### config.mk
export PLATFORM = sky130hd
export DESIGN_NAME = trading_script_lexer
export DESIGN_NICKNAME = d
export VERILOG_FILES = /design/src/rtl/tsl_pkg.sv /design/src/rtl/tsl_front.sv /design/src/rtl/tsl_queue.sv /design/src/rtl/tsl_back.sv /design/src/rtl/trading_script_lexer.sv
export VERILOG_INCLUDE_DIRS = /design/src /design/src/rtl
export SDC_FILE = /design/constraint.sdc
export NUM_CORES = 1
export LEC_CHECK = 0
export ABC_CLOCK_PERIOD_IN_PS = 14000
export BUFFER_PORTS_ARGS = -buffer_cell sky130_fd_sc_hd__buf_2
export CORE_MARGIN = 4
export CORE_UTILIZATION = 55
export DETAILED_ROUTE_END_ITERATION = 12
export PLACE_DENSITY = 0.74
export SLEW_MARGIN = 10
export SYNTH_ARGS = -nofsm -noshare
export SYNTH_HDL_FRONTEND = slang
export SYNTH_SLANG_ARGS = --single-unit
export TNS_END_PERCENT = 5
### constraint.sdc
create_clock -name clk -period 14 [get_ports clk]
set_input_delay 1.4 -clock clk [delete_from_list [all_inputs] [get_ports clk]]
set_output_delay 1.4 -clock clk [all_outputs]
set_load 0.02 [all_outputs]
### src/rtl/trading_script_lexer_assert.svh
// Assertion helpers for the lexer modules, included by tsl_back
`ifndef TRADING_SCRIPT_LEXER_ASSERT_SVH
`define TRADING_SCRIPT_LEXER_ASSERT_SVH

// Same-cycle implication, checked outside reset
`define TSL_ASSERT_IMPLY(label, a, b) \
    label: assert property (@(posedge clk) disable iff (!rst_n) (a) |-> (b)) \
        else $error("lexer assertion failed");

// Next-cycle implication, checked outside reset
`define TSL_ASSERT_NEXT(label, a, b) \
    label: assert property (@(posedge clk) disable iff (!rst_n) (a) |=> (b)) \
        else $error("lexer assertion failed");

`endif

### src/rtl/tsl_pkg.sv
package tsl_pkg;

    localparam int OFFSET_BITS_DEF  = 16;
    localparam int KW_MAX_CHARS_DEF = 9;
    localparam int KW_CHARS         = 9;
    localparam int KW_COUNT         = 13;
    localparam int QUEUE_DEPTH_DEF  = 4;

    // Token types
    localparam logic [5:0] TOK_EOF     = 6'd0;
    localparam logic [5:0] TOK_IDENT   = 6'd1;
    localparam logic [5:0] TOK_NUMBER  = 6'd2;
    localparam logic [5:0] TOK_STRING  = 6'd3;
    localparam logic [5:0] TOK_LPAREN  = 6'd4;
    localparam logic [5:0] TOK_RPAREN  = 6'd5;
    localparam logic [5:0] TOK_LBRACK  = 6'd6;
    localparam logic [5:0] TOK_RBRACK  = 6'd7;
    localparam logic [5:0] TOK_SEMI    = 6'd8;
    localparam logic [5:0] TOK_COMMA   = 6'd9;
    localparam logic [5:0] TOK_PLUS    = 6'd10;
    localparam logic [5:0] TOK_MINUS   = 6'd11;
    localparam logic [5:0] TOK_STAR    = 6'd12;
    localparam logic [5:0] TOK_SLASH   = 6'd13;
    localparam logic [5:0] TOK_COLON   = 6'd14;
    localparam logic [5:0] TOK_LE      = 6'd15;
    localparam logic [5:0] TOK_NE      = 6'd16;
    localparam logic [5:0] TOK_LT      = 6'd17;
    localparam logic [5:0] TOK_GE      = 6'd18;
    localparam logic [5:0] TOK_GT      = 6'd19;
    localparam logic [5:0] TOK_EQ      = 6'd20;
    localparam logic [5:0] TOK_ERROR   = 6'd33;

    // Error codes
    localparam logic [1:0] ERR_NONE       = 2'd0;
    localparam logic [1:0] ERR_UNTERM_STR = 2'd1;
    localparam logic [1:0] ERR_UNEXPECTED = 2'd2;

    // Keyword table, text left-justified and zero padded
    localparam logic [KW_CHARS*8-1:0] KW_TEXT [KW_COUNT] = '{
        {"IF",        56'h0}, {"THEN",      40'h0}, {"ELSE",  40'h0},
        {"BEGIN",     32'h0}, {"END",       48'h0}, {"VARIABLES"},
        {"VARS",      40'h0}, {"INPUTS",    24'h0}, {"AND",   48'h0},
        {"OR",        56'h0}, {"NOT",       48'h0}, {"TRUE",  40'h0},
        {"FALSE",     32'h0}
    };
    localparam logic [3:0] KW_LEN [KW_COUNT] = '{
        4'd2, 4'd4, 4'd4, 4'd5, 4'd3, 4'd9, 4'd4, 4'd6, 4'd3, 4'd2, 4'd3, 4'd4, 4'd5
    };
    localparam logic [5:0] KW_TYPE [KW_COUNT] = '{
        6'd21, 6'd22, 6'd23, 6'd24, 6'd25, 6'd26, 6'd26, 6'd27, 6'd28, 6'd29,
        6'd30, 6'd31, 6'd32
    };

    typedef struct packed {
        logic [5:0]  ttype;
        logic [1:0]  err;
        logic [15:0] start;
        logic [15:0] len;
    } tok_t;

    typedef struct packed {
        tok_t [2:0]  tok;
        logic [15:0] line;
        logic [1:0]  cnt;
    } bundle_t;

    // Map a word to its keyword type, identifier when none matches
    function automatic logic [5:0] kw_lookup(input logic [KW_CHARS*8-1:0] word,
                                             input logic [3:0] len);
        logic [5:0] t;
        logic       hit;
        t = TOK_IDENT;
        for (int k = KW_COUNT - 1; k >= 0; k--) begin
            hit = (len == KW_LEN[k]);
            for (int i = 0; i < KW_CHARS; i++) begin
                if (4'(i) < KW_LEN[k] &&
                    word[KW_CHARS*8-1-8*i -: 8] != KW_TEXT[k][KW_CHARS*8-1-8*i -: 8]) begin
                    hit = 1'b0;
                end
            end
            if (hit) begin
                t = KW_TYPE[k];
            end
        end
        return t;
    endfunction

    // Single-byte punctuation, zero when the byte is not one
    function automatic logic [5:0] punct_type(input logic [7:0] c);
        logic [5:0] t;
        unique case (c)
            8'h28:   t = TOK_LPAREN;
            8'h29:   t = TOK_RPAREN;
            8'h5B:   t = TOK_LBRACK;
            8'h5D:   t = TOK_RBRACK;
            8'h3B:   t = TOK_SEMI;
            8'h2C:   t = TOK_COMMA;
            8'h2B:   t = TOK_PLUS;
            8'h2D:   t = TOK_MINUS;
            8'h2A:   t = TOK_STAR;
            8'h3A:   t = TOK_COLON;
            8'h3D:   t = TOK_EQ;
            default: t = 6'd0;
        endcase
        return t;
    endfunction

endpackage

### src/rtl/tsl_front.sv
module tsl_front
    import tsl_pkg::*;
#(
    parameter int OFFSET_BITS       = OFFSET_BITS_DEF,
    parameter int KEYWORD_MAX_CHARS = KW_MAX_CHARS_DEF
)
(
    input  logic        clk,
    input  logic        rst_n,
    input  logic        in_valid,
    output logic        in_ready,
    input  logic        kind,
    input  logic [7:0]  source_byte,
    input  logic        q_full,
    output logic        push,
    output bundle_t     push_data
);

    localparam int OB = OFFSET_BITS;
    localparam int IW = $clog2(KEYWORD_MAX_CHARS);
    localparam int LW = $clog2(KEYWORD_MAX_CHARS + 2);
    localparam int DW = (OB + 1 > 16) ? OB + 1 : 16;

    localparam logic [3:0] M_IDLE    = 4'd0;
    localparam logic [3:0] M_IDENT   = 4'd1;
    localparam logic [3:0] M_NUM     = 4'd2;
    localparam logic [3:0] M_NUM_DOT = 4'd3;
    localparam logic [3:0] M_FRAC    = 4'd4;
    localparam logic [3:0] M_STR_SQ  = 4'd5;
    localparam logic [3:0] M_STR_DQ  = 4'd6;
    localparam logic [3:0] M_BLOCK   = 4'd7;
    localparam logic [3:0] M_SLASH   = 4'd8;
    localparam logic [3:0] M_LINE    = 4'd9;
    localparam logic [3:0] M_LESS    = 4'd10;
    localparam logic [3:0] M_GREATER = 4'd11;

    logic [3:0]    mode_reg, mode_next;
    logic [OB-1:0] start_reg, start_next;
    logic [OB-1:0] pos_reg, pos_next;
    logic [15:0]   line_reg, line_next;
    logic [LW-1:0] len_reg, len_next;
    logic [7:0]    kbuf_reg [KEYWORD_MAX_CHARS];

    logic          accept;
    logic          wr_en;
    logic [IW-1:0] wr_idx;
    logic [7:0]    wr_char;
    logic          line_inc;
    logic          do_idle;
    logic [1:0]    n;
    logic [5:0]    e_type [3];
    logic [1:0]    e_err [3];
    logic [OB:0]   e_st [3];
    logic [OB:0]   e_end [3];
    logic [OB:0]   cur;
    logic [OB:0]   dot;
    logic [7:0]    c;
    logic [7:0]    c_up;
    logic          is_alpha, is_digit, is_istart;
    logic [5:0]    single;
    logic [5:0]    kw_type;
    logic [KW_CHARS*8-1:0] word;
    logic [OB:0]   diff [3];
    logic [DW-1:0] diff_w [3];

    assign accept   = in_valid && in_ready;
    assign in_ready = !q_full;
    assign c        = source_byte;
    assign is_alpha = (c >= 8'h41 && c <= 8'h5A) || (c >= 8'h61 && c <= 8'h7A);
    assign is_digit = (c >= 8'h30 && c <= 8'h39);
    assign is_istart = is_alpha || c == 8'h5F || c[7];
    assign c_up     = (c >= 8'h61 && c <= 8'h7A) ? c - 8'd32 : c;
    assign single   = punct_type(c);
    assign cur      = {1'b0, pos_reg};
    assign dot      = (cur != '0) ? cur - 1'b1 : '0;

    // Gather the stored word and classify it
    always_comb
    begin
        for (int i = 0; i < KW_CHARS; i++)
        begin
            word[KW_CHARS*8-1-8*i -: 8] = kbuf_reg[i];
        end
        kw_type = kw_lookup(word, (len_reg <= LW'(KW_CHARS)) ? 4'(len_reg) : 4'd0);
    end

    // Scanner next state and emitted tokens
    always_comb
    begin
        mode_next  = mode_reg;
        start_next = start_reg;
        len_next   = len_reg;
        wr_en      = 1'b0;
        wr_idx     = len_reg[IW-1:0];
        wr_char    = c_up;
        line_inc   = 1'b0;
        do_idle    = 1'b0;
        n          = 2'd0;
        for (int k = 0; k < 3; k++)
        begin
            e_type[k] = TOK_EOF;
            e_err[k]  = ERR_NONE;
            e_st[k]   = '0;
            e_end[k]  = '0;
        end
        if (kind)
        begin
            unique case (mode_reg)
                M_IDENT:
                begin
                    e_type[n] = kw_type; e_st[n] = {1'b0, start_reg}; e_end[n] = cur;
                    n = n + 2'd1;
                end
                M_NUM, M_FRAC, M_SLASH, M_LESS, M_GREATER:
                begin
                    e_type[n] = (mode_reg == M_SLASH) ? TOK_SLASH :
                                (mode_reg == M_LESS) ? TOK_LT :
                                (mode_reg == M_GREATER) ? TOK_GT : TOK_NUMBER;
                    e_st[n] = {1'b0, start_reg}; e_end[n] = cur;
                    n = n + 2'd1;
                end
                M_NUM_DOT:
                begin
                    e_type[n] = TOK_NUMBER; e_st[n] = {1'b0, start_reg}; e_end[n] = dot;
                    n = n + 2'd1;
                    e_type[n] = TOK_ERROR; e_err[n] = ERR_UNEXPECTED;
                    e_st[n] = dot; e_end[n] = dot + 1'b1;
                    n = n + 2'd1;
                end
                M_STR_SQ, M_STR_DQ:
                begin
                    e_type[n] = TOK_ERROR; e_err[n] = ERR_UNTERM_STR;
                    e_st[n] = {1'b0, start_reg}; e_end[n] = cur;
                    n = n + 2'd1;
                end
                default:
                begin
                end
            endcase
            mode_next  = M_IDLE;
            start_next = pos_reg;
            e_type[n] = TOK_EOF; e_st[n] = cur; e_end[n] = cur;
            n = n + 2'd1;
        end
        else
        begin
            unique case (mode_reg)
                M_IDENT:
                begin
                    if (is_istart || is_digit)
                    begin
                        if (len_reg < LW'(KEYWORD_MAX_CHARS))
                        begin
                            wr_en    = 1'b1;
                            len_next = len_reg + 1'b1;
                        end
                        else
                        begin
                            len_next = LW'(KEYWORD_MAX_CHARS + 1);
                        end
                    end
                    else
                    begin
                        e_type[n] = kw_type; e_st[n] = {1'b0, start_reg}; e_end[n] = cur;
                        n = n + 2'd1;
                        do_idle = 1'b1;
                    end
                end
                M_NUM:
                begin
                    if (c == 8'h2E)
                    begin
                        mode_next = M_NUM_DOT;
                    end
                    else if (!is_digit)
                    begin
                        e_type[n] = TOK_NUMBER; e_st[n] = {1'b0, start_reg}; e_end[n] = cur;
                        n = n + 2'd1;
                        do_idle = 1'b1;
                    end
                end
                M_NUM_DOT:
                begin
                    if (is_digit)
                    begin
                        mode_next = M_FRAC;
                    end
                    else
                    begin
                        e_type[n] = TOK_NUMBER; e_st[n] = {1'b0, start_reg}; e_end[n] = dot;
                        n = n + 2'd1;
                        e_type[n] = TOK_ERROR; e_err[n] = ERR_UNEXPECTED;
                        e_st[n] = dot; e_end[n] = dot + 1'b1;
                        n = n + 2'd1;
                        do_idle = 1'b1;
                    end
                end
                M_FRAC:
                begin
                    if (!is_digit)
                    begin
                        e_type[n] = TOK_NUMBER; e_st[n] = {1'b0, start_reg}; e_end[n] = cur;
                        n = n + 2'd1;
                        do_idle = 1'b1;
                    end
                end
                M_STR_SQ, M_STR_DQ:
                begin
                    if (c == ((mode_reg == M_STR_SQ) ? 8'h27 : 8'h22))
                    begin
                        e_type[n] = TOK_STRING; e_st[n] = {1'b0, start_reg};
                        e_end[n] = cur + 1'b1;
                        n = n + 2'd1;
                        mode_next = M_IDLE;
                    end
                    else if (c == 8'h0A)
                    begin
                        line_inc = 1'b1;
                    end
                end
                M_BLOCK:
                begin
                    if (c == 8'h7D)
                    begin
                        mode_next = M_IDLE;
                    end
                    else if (c == 8'h0A)
                    begin
                        line_inc = 1'b1;
                    end
                end
                M_SLASH:
                begin
                    if (c == 8'h2F)
                    begin
                        mode_next = M_LINE;
                    end
                    else
                    begin
                        e_type[n] = TOK_SLASH; e_st[n] = {1'b0, start_reg}; e_end[n] = cur;
                        n = n + 2'd1;
                        do_idle = 1'b1;
                    end
                end
                M_LINE:
                begin
                    do_idle = (c == 8'h0A);
                end
                M_LESS:
                begin
                    e_type[n] = (c == 8'h3D) ? TOK_LE : (c == 8'h3E) ? TOK_NE : TOK_LT;
                    e_st[n] = {1'b0, start_reg};
                    e_end[n] = (c == 8'h3D || c == 8'h3E) ? cur + 1'b1 : cur;
                    n = n + 2'd1;
                    mode_next = M_IDLE;
                    do_idle = !(c == 8'h3D || c == 8'h3E);
                end
                M_GREATER:
                begin
                    e_type[n] = (c == 8'h3D) ? TOK_GE : TOK_GT;
                    e_st[n] = {1'b0, start_reg};
                    e_end[n] = (c == 8'h3D) ? cur + 1'b1 : cur;
                    n = n + 2'd1;
                    mode_next = M_IDLE;
                    do_idle = (c != 8'h3D);
                end
                default:
                begin
                    do_idle = 1'b1;
                end
            endcase

            // Start a new token from the idle state
            if (do_idle)
            begin
                mode_next  = M_IDLE;
                start_next = pos_reg;
                priority if (c == 8'h20 || c == 8'h0D || c == 8'h09)
                begin
                end
                else if (c == 8'h0A)
                begin
                    line_inc = 1'b1;
                end
                else if (c == 8'h7B)
                begin
                    mode_next = M_BLOCK;
                end
                else if (c == 8'h2F)
                begin
                    mode_next = M_SLASH;
                end
                else if (c == 8'h3C)
                begin
                    mode_next = M_LESS;
                end
                else if (c == 8'h3E)
                begin
                    mode_next = M_GREATER;
                end
                else if (c == 8'h27)
                begin
                    mode_next = M_STR_SQ;
                end
                else if (c == 8'h22)
                begin
                    mode_next = M_STR_DQ;
                end
                else if (single != 6'd0)
                begin
                    e_type[n] = single; e_st[n] = cur; e_end[n] = cur + 1'b1;
                    n = n + 2'd1;
                end
                else if (is_istart)
                begin
                    wr_en     = 1'b1;
                    wr_idx    = '0;
                    len_next  = LW'(1);
                    mode_next = M_IDENT;
                end
                else if (is_digit)
                begin
                    mode_next = M_NUM;
                end
                else
                begin
                    e_type[n] = TOK_ERROR; e_err[n] = ERR_UNEXPECTED;
                    e_st[n] = cur; e_end[n] = cur + 1'b1;
                    n = n + 2'd1;
                end
            end
        end
    end

    assign pos_next  = (!kind && pos_reg != '1) ? pos_reg + 1'b1 : pos_reg;
    assign line_next = (line_inc && line_reg != 16'hFFFF) ? line_reg + 16'd1 : line_reg;

    // Build the bundle with clamped, saturated lengths
    always_comb
    begin
        for (int k = 0; k < 3; k++)
        begin
            diff[k]   = (e_end[k] > e_st[k]) ? e_end[k] - e_st[k] : '0;
            diff_w[k] = DW'(diff[k]);
            push_data.tok[k].ttype = e_type[k];
            push_data.tok[k].err   = e_err[k];
            push_data.tok[k].start = 16'(e_st[k][OB-1:0]);
            push_data.tok[k].len   = (diff_w[k] > DW'(17'h0FFFF)) ? 16'hFFFF :
                                     16'(diff_w[k]);
        end
        push_data.line = line_reg;
        push_data.cnt  = n;
    end

    assign push = accept && (n != 2'd0);

    // Advance scanner state on each transfer
    always_ff @(posedge clk or negedge rst_n)
    begin
        if (!rst_n)
        begin
            mode_reg  <= M_IDLE;
            start_reg <= '0;
            pos_reg   <= '0;
            line_reg  <= 16'd1;
            len_reg   <= '0;
        end
        else if (accept)
        begin
            mode_reg  <= mode_next;
            start_reg <= start_next;
            pos_reg   <= pos_next;
            line_reg  <= line_next;
            len_reg   <= len_next;
        end
    end

    // Hold word characters
    always_ff @(posedge clk)
    begin
        if (accept && wr_en)
        begin
            kbuf_reg[wr_idx] <= wr_char;
        end
    end

endmodule

### src/rtl/tsl_queue.sv
module tsl_queue
    import tsl_pkg::*;
#(
    parameter int DEPTH = QUEUE_DEPTH_DEF
)
(
    input  logic    clk,
    input  logic    rst_n,
    input  logic    push,
    input  bundle_t push_data,
    output logic    full,
    input  logic    pop,
    output logic    q_valid,
    output bundle_t q_data
);

    localparam int PW = $clog2(DEPTH);
    localparam int CW = $clog2(DEPTH + 1);

    bundle_t       mem_reg [DEPTH];
    logic [PW-1:0] wr_ptr_reg, rd_ptr_reg;
    logic [CW-1:0] count_reg;

    assign full    = (count_reg == CW'(DEPTH));
    assign q_valid = (count_reg != '0);
    assign q_data  = mem_reg[rd_ptr_reg];

    // Advance pointers and occupancy
    always_ff @(posedge clk or negedge rst_n)
    begin
        if (!rst_n)
        begin
            wr_ptr_reg <= '0;
            rd_ptr_reg <= '0;
            count_reg  <= '0;
        end
        else
        begin
            if (push)
            begin
                wr_ptr_reg <= (wr_ptr_reg == PW'(DEPTH - 1)) ? '0 : wr_ptr_reg + 1'b1;
            end
            if (pop)
            begin
                rd_ptr_reg <= (rd_ptr_reg == PW'(DEPTH - 1)) ? '0 : rd_ptr_reg + 1'b1;
            end
            count_reg <= count_reg + CW'(push) - CW'(pop);
        end
    end

    // Store entries
    always_ff @(posedge clk)
    begin
        if (push)
        begin
            mem_reg[wr_ptr_reg] <= push_data;
        end
    end

endmodule

### src/rtl/tsl_back.sv
`include "trading_script_lexer_assert.svh"
module tsl_back
    import tsl_pkg::*;
(
    input  logic        clk,
    input  logic        rst_n,
    input  logic        q_valid,
    input  bundle_t     q_data,
    output logic        pop,
    output logic        out_valid,
    input  logic        out_ready,
    output logic [5:0]  token_type,
    output logic [1:0]  error_code,
    output logic [15:0] start_offset,
    output logic [15:0] token_length,
    output logic [15:0] line_number,
    output logic        last_of_run
);

    bundle_t    cur_reg;
    logic [1:0] idx_reg;
    logic       valid_reg;
    logic       last;
    tok_t       tok;

    assign last      = (idx_reg == cur_reg.cnt - 2'd1);
    assign pop       = q_valid && (!valid_reg || (out_ready && last));
    assign out_valid = valid_reg;
    assign tok       = cur_reg.tok[idx_reg];

    assign token_type   = tok.ttype;
    assign error_code   = tok.err;
    assign start_offset = tok.start;
    assign token_length = tok.len;
    assign line_number  = cur_reg.line;
    assign last_of_run  = last;

    // Step through the bundle, load the next on its last transfer
    always_ff @(posedge clk or negedge rst_n)
    begin
        if (!rst_n)
        begin
            valid_reg <= 1'b0;
            idx_reg   <= '0;
        end
        else if (pop)
        begin
            valid_reg <= 1'b1;
            idx_reg   <= '0;
        end
        else if (valid_reg && out_ready)
        begin
            valid_reg <= !last;
            idx_reg   <= last ? 2'd0 : idx_reg + 2'd1;
        end
    end

    // Hold the bundle payload
    always_ff @(posedge clk)
    begin
        if (pop)
        begin
            cur_reg <= q_data;
        end
    end

    `TSL_ASSERT_IMPLY(a_idx_in_range, valid_reg, idx_reg < cur_reg.cnt)
    `TSL_ASSERT_IMPLY(a_bundle_nonempty, valid_reg, cur_reg.cnt != 2'd0)
    `TSL_ASSERT_NEXT(a_stall_holds, valid_reg && !out_ready, valid_reg && $stable(idx_reg))

endmodule

### src/rtl/trading_script_lexer.sv
// Streaming lexer for a small trading-script language.
// Input channel (in_valid/in_ready): one source byte per transfer with kind 0,
// or an end-of-source marker with kind 1. Output channel (out_valid/out_ready):
// one token per transfer with type, error code, start offset, length and line;
// last_of_run marks the final token caused by one input transfer.
// Throughput: one input per cycle while the token queue has room. The output
// side sends one token per cycle while out_ready is high, so an input yielding
// up to three tokens holds that side until all are sent; the four-entry bundle
// queue between the scanner and the output stage absorbs such bursts.
// Path: the queue is written at the input transfer, and the output stage then
// loads the bundle once it is idle or sends its last token, raising out_valid.
// Reset: scanner idle, position 0, line 1, queue empty, out_valid low.
// When the receiver stalls, the current token holds; the queue fills and
// then in_ready drops until space frees.
module trading_script_lexer
    import tsl_pkg::*;
#(
    parameter int OFFSET_BITS       = OFFSET_BITS_DEF,
    parameter int KEYWORD_MAX_CHARS = KW_MAX_CHARS_DEF
)
(
    input  logic        clk,
    input  logic        rst_n,
    input  logic        in_valid,
    output logic        in_ready,
    input  logic        kind,
    input  logic [7:0]  source_byte,
    output logic        out_valid,
    input  logic        out_ready,
    output logic [5:0]  token_type,
    output logic [1:0]  error_code,
    output logic [15:0] start_offset,
    output logic [15:0] token_length,
    output logic [15:0] line_number,
    output logic        last_of_run
);

    logic    q_full;
    logic    push;
    bundle_t push_data;
    logic    pop;
    logic    q_valid;
    bundle_t q_data;

    tsl_front #(
        .OFFSET_BITS       (OFFSET_BITS),
        .KEYWORD_MAX_CHARS (KEYWORD_MAX_CHARS)
    ) u_front (
        .clk         (clk),
        .rst_n       (rst_n),
        .in_valid    (in_valid),
        .in_ready    (in_ready),
        .kind        (kind),
        .source_byte (source_byte),
        .q_full      (q_full),
        .push        (push),
        .push_data   (push_data)
    );

    tsl_queue #(
        .DEPTH (QUEUE_DEPTH_DEF)
    ) u_queue (
        .clk       (clk),
        .rst_n     (rst_n),
        .push      (push),
        .push_data (push_data),
        .full      (q_full),
        .pop       (pop),
        .q_valid   (q_valid),
        .q_data    (q_data)
    );

    tsl_back u_back (
        .clk          (clk),
        .rst_n        (rst_n),
        .q_valid      (q_valid),
        .q_data       (q_data),
        .pop          (pop),
        .out_valid    (out_valid),
        .out_ready    (out_ready),
        .token_type   (token_type),
        .error_code   (error_code),
        .start_offset (start_offset),
        .token_length (token_length),
        .line_number  (line_number),
        .last_of_run  (last_of_run)
    );

endmodule
After elaboration in Yosys (flattened, before gate mapping)
Memory sizes are Yosys's and may differ from the RTL's. A register that Yosys moved wholly into a read port is not among the register bits.
Index checks and enable logic that the tools add are counted.

storage, ports and cells
  register bits = 66
  latch bits = 0
  memory bits (writable) = 624
  bits in read-only memories = 0
  input bits = 13
  output and inout bits = 59
  word-level logic and storage cells = 510
  memories kept = 2

operators by class
  add/sub/neg operators = 18
  multipliers = 0
  divide/modulo/power cells = 0
  $lt $le $gt $ge = 19
  equal/unequal tests = 94
  shift operators = 0
  mux-type cells = 311
  bitwise operators = 11
  reductions and logical operators = 45

memories
  memory            words  bits a word  read ports  clocked after Yosys merged registers in  wr ports  RTL line         RTL
  u_queue.mem_reg   4      138          1           1                                        1         tsl_queue.sv:20  bundle_t mem_reg [DEPTH];
  u_front.kbuf_reg  9      8            9           0                                        1         tsl_front.sv:42  logic [7:0] kbuf_reg [KEYWORD_MAX_CHARS];

operators with widths
  operator              count
  $mux 51               26
  $mux 17               23
  $ne 8x7->1 const B    40
  $mux 18               13
  $mux 6                38
  $mux 16               13
  $bwmux 51             4
  $mux 4                46
  $pmux 17 s8           1
  $eq 8x6->1 const B    16
  $pmux 17 s7           1
  $mux 1                93
  $bmux 40 s2           1
  $demux 17 s2          2
  $mux 2                30
  $pmux 5 s11           1
  $gt 17x16->1 const B  3
  $gt 17x17->1          3
  $sub 17x17->17        3
  $pmux 6 s8            1
  $eq 8x7->1 const B    5
  $mux 40               1
  $mux 34               1
  $pmux 17 s2           1
  other kinds (70)      132

Logic depth before layout (Yosys ltp)
Gate-level depths: netlist of run 1.

  depth in word-level cells = 38
  gate-level depth with buffers = 30
  gate-level depth less buffers = 25

By module
Synthesis of run 1 repeated with hierarchy kept, for this count alone.

unflattened totals
  cell total of the unflattened synthesis = 2,879
  area, all modules = 39,567.9 µm²

by module, submodules not included
  module     instances  cells each  area each (µm²)  seq. area each (µm²)
  tsl_queue  1          757         20,328.2         16,751.1
  tsl_front  1          1,808       13,900.8         3,564.7
  tsl_back   1          314         5,338.9          4,219.0

Worst setup path before layout of run 1
OpenSTA, ideal clock, no wires.

  kind = input to register
  start = input port source_byte[5]
  end = memory u_queue.mem_reg[0][0] in the netlist's numbering (enable)
  library setup time = 0.823 ns
  data arrival time = 13.627 ns
  required time = 13.177 ns
  path slack = -0.449 ns
  stages = 14
  buffers on the path = 2
  cell sequence = buf_2 > inv_1 > ha_1 > nand2b_1 > a21oi_1 > o311ai_2 > and3_1 > buf_2 > nor2_1 > ha_1 > nand3_1 > a211oi_2 > a211oi_2 > nor3b_1

between the ends
  longest elaborated chain between the ends = 27
  elaborated cells between the ends (all ways) = 76
  those cells by class = 1 x add/sub; 6 x order compare; 25 x eq/ne; 30 x mux; 14 x reduce/logical

ends and longest elaborated chain
  item                                             RTL line                    RTL
  from (decl)                                      trading_script_lexer.sv:27  input logic [7:0] source_byte,
  $ge 8x7->1 / $le 8x7->1 (equally long branches)  tsl_front.sv:69             assign is_alpha = (c >= 8'h41 && c <= 8'h5A) || (c >= 8'h61 && c <= 8'h7A);
  $logic_and 1x1->1                                tsl_front.sv:69
  $logic_or 1x1->1                                 tsl_front.sv:69
  $logic_or 1x1->1 (2 in a row)                    tsl_front.sv:71             assign is_istart = is_alpha || c == 8'h5F || c[7];
  $logic_or 1x1->1                                 tsl_front.sv:150            if (is_istart || is_digit)
  $mux 1                                           tsl_front.sv:150
  $pmux 2 s7                                       tsl_front.sv:147            unique case (mode_reg)
  $mux 2                                           tsl_front.sv:106            if (kind)
  [10 not listed]                                  --
  $mux 2                                           tsl_front.sv:281            else if (c == 8'h0A)
  $mux 2                                           tsl_front.sv:278            priority if (c == 8'h20 || c == 8'h0D || c == 8'h09)
  $mux 2 (*)                                       tsl_front.sv:274            if (do_idle)
  $mux 2 (*)                                       tsl_front.sv:106
  $reduce_bool 2->1 (*)                            tsl_front.sv:355            assign push = accept && (n != 2'd0);
  $logic_and 1x1->1 (*)                            tsl_front.sv:355
  $mux 1 (*)                                       tsl_queue.sv:54             if (push)
  $mux 1 (not written as such) (*)                 tsl_queue.sv:56             mem_reg[wr_ptr_reg] <= push_data;
  to (decl)                                        tsl_queue.sv:20

Every way passes the cells marked *; elsewhere a longest branch is shown, timed or not. The select of a mux whose other input is x is not followed.

==> impl_metrics.ini, run 1 <==
[run_status]
run_status = finished, final reports clean

[die]
die_y_um = 277
die_w_um = 277
core_region_area_mm2 = 0.0716
num_rows = 98
io_pins = 72
start_util = 0.556
dieArea_mm2 = 0.0767

[drt]
first_iter_violations = 3742
totalWireLength_um = 116000
num_vias = 27100
drt_pass1_iterations = 6
wl_per_cell_um = 28.8
drc_errors = 0
viasPerCell = 6.73
ant_nets = 0

[place]
numPlacedInstances = 3877
place.gp.congestion = 0.986
numPortBuffers = 71
hpwl_um = 76900
postPlaceCellArea_mm2 = 0.0411
preCtsSetupSlack_ps = 4670

[critical_path]
cp.required_ps = 14390
ff2ff_path_depth = 22
end_kind = flip-flop
path_max_fanout = 31
path_class = input pin to flip-flop
start_kind = input pin
arrival_ps = 9220

[grt]
grt_max_degree = 139
gr-total-overflow = 0
grt_pass1_wl_um = 173000
grt_pass1_vias = 26200
track_usage = 0.299
antenna_found_initial = 2

[clock_network]
tritoncts = yes
clk_pin_slew_ps = 60
worstSkewPairLatency_ps = 650
cts_root_buffer = clkbuf_16
post_cts_buffers = 0
cts.sinks = 813
cts_hold_buf = 0
cts_resized = 0
cts_buffer_depth = 3
htreeDepth = 3
numCtsBuffers = 82

[logic_synthesis]
yosysTopAreaCell = edfxtp_1
synth-edff-count = 747
ys_ff_latch = 813
yosysSeqAreaShare = 0.605
synth_flop_cell = edfxtp_1
synth_top_area_frac = 0.564
avgSynthCellArea_um2 = 13.3
netlist_instances = 2996
ys_types = 105
synth_area_leaders = edfxtp_1 56%, mux4_2 7.6%, dfrtp_1 4.1%, nand2_1 2.4%, ha_1 2.3%
syn-num-nets = 3086
synthArstFlopShare = 0.0812
yosys_warnings = 0
synth_area_mm2 = 0.0398

[layout]
final_cells = 4030
drive_gt1_frac = 0.156
largest_register_ffs = 540
fin_util = 0.611
nNetsFinal = 3101
area_growth_pct = 9.94
design_area_mm2 = 0.0438
num-fill-cells = 5377

[sta]
setup_viol = 0
slew_violations = 0
period_share = 0.631
setup_tns_ps = 0
skew_ps = 43.4
hold_viol = 0
holdWs_ps = 516
worst_slack_ps = 5170
rsz0062_at_grt = no
max_freq_mhz = 113
worstMarginPinSlew_ps = 1330
post-route-min-period_ps = 8830
relSlewSlack = 0.104

[pwr]
p_per_area_mw_per_mm2 = 256
peakVddDrop_uv = 168
p_total_mw = 11.2
p_leak_nw = 14.9

[worst_hold_path]
hold_class = flip-flop to flip-flop
min_path_cells = 2

[job]
max-cap-violations = 0
[routing by layer]
layer	track usage	part of all wire
met5	0	0.00014
met1	0.437	0.41
met3	0.0641	0.10
met2	0.455	0.45
met4	0.0927	0.034
[cells in the mapped netlist (25+ instances only)]
cell type,number
inv_1,57
edfxtp_1,747
dfrtp_1,65
and3_1,27
and2_1,27
mux4_2,135
a31oi_1,48
xor2_1,41
o31ai_1,28
o21ai_0,144
nor3_1,59
nand3_1,66
nand2b_1,25
nand2_1,254
a21o_1,25
nor2_1,176
nor2b_1,25
clkbuf_1,140
mux2i_1,43
a21oi_1,168
nor4_1,26
xnor2_1,68
a221oi_1,27
ha_1,73
nand4_1,32
[where the power goes]
group          switching [mW]  total, mW  leakage, nW  internal [mW]
clock                   0.935       2.16         1.30           1.23
combinational            3.23       4.90         5.85           1.67
sequential              0.312       4.15         7.73           3.84
[worst paths after layout]
check,start,to,slack [ps]
worst max-delay path,source_byte[0],u_queue.mem_reg[1][61],5170
worst min-delay path,u_front.start_reg[6],u_front.start_reg[6],520
worst max register to register,u_front.mode_reg[3],u_queue.mem_reg[1][61],5320
worst min register to register,u_front.start_reg[6],u_front.start_reg[6],520
max in group asynchronous,rst_n,u_queue.rd_ptr_reg[0],12220
min in group asynchronous,rst_n,u_front.pos_reg[1],640
[area by class of cell]
type | instances | area (um2) | share of cell area
antenna | 1 | 2.50 | 0.0000572
clock buffer | 104 | 2160 | 0.0495
clock inverter | 48 | 507 | 0.0116
inverter | 63 | 236 | 0.00540
multi-input combinational | 1920 | 14700 | 0.336
sequential | 813 | 24100 | 0.551
tap | 950 | 1190 | 0.0272
timing repair buffer | 131 | 861 | 0.0197
[cell families (layout without fill, tap and decap cells)]
family,after synthesis,after routing,share of synthesized area
AO/OA/AOI/OAI,693,693,0.118
XOR/XNOR,110,110,0.0244
adder cells (fa/ha/maj),77,77,0.0250
buffers and inverters,263,346,0.0273
flip-flops,813,813,0.605
multiplexers,194,194,0.0917
other,0,1,0
AND/OR/NAND/NOR,846,846,0.108
[cell usage in the layout (no fill, tap or decap), types with 26 or more instances in the layout]
| cell type | netlist | final |
|---|---|---|
| ha_1 | 73 | 73 |
| a31oi_1 | 48 | 48 |
| xor2_1 | 41 | 41 |
| and2_1 | 27 | 27 |
| nand4_1 | 32 | 32 |
| xnor2_1 | 68 | 68 |
| nor2_1 | 176 | 176 |
| dfrtp_1 | 65 | 62 |
| edfxtp_1 | 747 | 747 |
| nor3_1 | 59 | 59 |
| nand2_1 | 254 | 254 |
| buf_4 | 18 | 58 |
| mux2i_1 | 43 | 43 |
| nor4_1 | 26 | 26 |
| clkbuf_16 | 0 | 82 |
| buf_2 | 18 | 69 |
| inv_1 | 57 | 57 |
| a221oi_1 | 27 | 26 |
| a21oi_1 | 168 | 167 |
| mux4_2 | 135 | 135 |
| and3_1 | 27 | 27 |
| nand3_1 | 66 | 66 |
| o21ai_0 | 144 | 144 |
[critical path: stages]
cell      delay [ps]
buf_2            450
nand2b_1         190
a21oi_1           80
o311ai_2         560
and3_1           700
nor2_1           240
inv_1            180
ha_1             160
buf_4            300
inv_1            260
a211oi_2         650
nand2_1          400
o21ai_0          260
a211o_1          220
ha_1             240
inv_1             70
fa_1             430
a21oi_1          190
o22ai_1          140
o41a_1           380
a211oi_1         420
o21ai_0          170
xor2_1           340
inv_1            300
a21boi_0         470
(Power assumes the default switching activity.)
==> run 2, diff against run 1 <==
Settings changed: ABC_CLOCK_PERIOD_IN_PS 14000 to 7800.
Clock period 14 ns to 7.8 ns, I/O delays scaled along.
==> run 2 against run 1 <==
Effect of this change: power rose by 84%; register-to-register slack got worse by 4200 ps; global-route usage rose by 0.46 points; cell count rose by 2.0%; sequential power rose by 80%; die area did not move; first-iteration DRC count fell by 4.1%; clock skew fell by 20 ps; cell area rose by 1.8%; clock-buffer cell count fell by 2; critical endpoint is now u_queue.mem_reg[3][28]; largest power group unchanged; highest routed layer is now met4.
==> impl_metrics.ini, run 2 (synthesis gave the netlist of run 1 again) <==
[grt]
grt_pass1_vias = 27100
antenna_found_initial = 2
track_usage = 0.303
gr-total-overflow = 0
grt_max_degree = 115
grt_pass1_wl_um = 176000

[drt]
wl_per_cell_um = 28.8
drc_errors = 0
top_layer = met4
viasPerCell = 6.68
drt_pass1_iterations = 7
totalWireLength_um = 118000
num_vias = 27400
first_iter_violations = 3590
met2_length_um = 54500
m1WireLength_um = 49300
met3_length_um = 10900
ant_nets = 0

[critical_path]
start_kind = flip-flop
crit_path_max_incr_delay_ps = 870
cp.required_ps = 8150
path_class = flip-flop to flip-flop
r2r_end = u_queue.mem_reg[3][28]
crit_chain = or4b_1 > a41o_1 > nand3_1 > buf_4 > a21o_1 > nor2_1 > ha_1 > and4_1 > buf_4 > buf_4 > a21oi_1 > a221o_1 > o21ai_0 > ha_1 > or2_2 > a21oi_1 > a211oi_1 > a211oi_1 > o31ai_1 > nor2_1 > buf_4 > a211oi_1
ff2ff_path_depth = 22
r2r_setup_slack_ps = 1090
path_max_fanout = 27
r2r-start = u_front.mode_reg[0]
cp_slowest_cell = dfrtp_1
end_kind = flip-flop
crit_buf_inv = 4
crit_family = compound AO/OA/AOI/OAI gates
arrival_ps = 7060
worst_path_most_repeated_cell = buf_4

[layout]
layout_common_cells = 747 x edfxtp_1, 254 x nand2_1, 176 x nor2_1
final_common_cell = edfxtp_1
largest_register_ffs = 540
design_area_mm2 = 0.0445
area_growth_pct = 11.9
multi_input_area_mm2 = 0.0147
drive_gt1_frac = 0.178
nNetsFinal = 3183
num-fill-cells = 5313
fin_util = 0.622
ff_latch_area_mm2 = 0.0241
final_cells = 4109

[clock_network]
cts_root_buffer = clkbuf_16
cts_buffer_depth = 3
numCtsBuffers = 81
cts_resized = 0
cts_hold_buf = 0
cts.sinks = 813
worstSkewPairLatency_ps = 640
clk_pin_slew_ps = 60
post_cts_buffers = 0
tritoncts = yes
htreeDepth = 3

[place]
postPlaceCellArea_mm2 = 0.0418
place.gp.congestion = 1.02
numPlacedInstances = 3960
preCtsSetupSlack_ps = 698
numPortBuffers = 71
hpwl_um = 80200

[sta]
max_freq_mhz = 149
worstMarginPinSlew_ps = 1100
worst_slack_ps = 1090
holdWs_ps = 43.0
hold_viol = 0
rsz0062_at_grt = no
post-route-min-period_ps = 6710
setup_viol = 0
relSlewSlack = 0.243
setup_tns_ps = 0
period_share = 0.860
slew_violations = 0
skew_ps = 23.5

[pwr]
p_clk_frac = 0.190
p_leak_nw = 15.3
peakVddDrop_uv = 361
seqPwrFrac = 0.362
p_per_area_mw_per_mm2 = 463
p_comb_frac = 0.448
p_sw_mw = 8.14
p_total_mw = 20.6
swShare = 0.395
power.internal_mw = 12.5

[die]
die_w_um = 277
dieArea_mm2 = 0.0767
io_pins = 72
core_region_area_mm2 = 0.0716
start_util = 0.556
die_y_um = 277
num_rows = 98

[job]
max-cap-violations = 0

[worst_hold_path]
hold_class = input pin to async pin

[run_status]
run_status = finished, final reports clean
-- run 2: how the worst max path moves through the flow --
stage | startpoint | endpoint | slack (ps) | depth (start not counted)
after floorplan | source_byte[5] | u_queue.mem_reg[0][0] | -1250 | 14
after global routing | u_front.pos_reg[1] | u_queue.mem_reg[1][61] | 630 | 23
final | u_front.mode_reg[0] | u_queue.mem_reg[3][28] | 1090 | 22
after CTS | u_front.mode_reg[0] | u_queue.mem_reg[3][28] | 1230 | 21
after detailed placement | source_byte[4] | u_queue.mem_reg[2][28] | 700 | 22
after global placement | source_byte[4] | u_queue.mem_reg[1][106] | 1060 | 22
-- run 2: cell type report --
cell class | instances | area share
flip-flops and latches | 813 | 0.541
inverters | 63 | 0.00531
clock inverters | 46 | 0.0124
clock buffers | 102 | 0.0480
repair buffers | 214 | 0.0359
multi-input cells | 1920 | 0.331
diodes | 1 | 0.0000562
well taps | 950 | 0.0267
-- run 2: routing by layer --
| metal | vias to the layer above | global-route usage |
|---|---|---|
| li1 | 11900 | - |
| met3 | 192 | 0.0572 |
| met4 | 0 | 0.0905 |
| met2 | 1473 | 0.473 |
| met5 | - | 0 |
| met1 | 13900 | 0.440 |
-- run 2: power by group through the flow --
stage / registers (mW) / logic, mW / clock network [mW]
4_1_cts: 7.46 / 9.14 / 3.96
3_5_place_dp: 7.50 / 9.06 / 0
3_3_place_gp: 7.41 / 8.85 / 0
6_report: 7.46 / 9.23 / 3.91
5_1_grt: 7.55 / 9.84 / 4.17
2_1_floorplan: 7.28 / 6.08 / 0
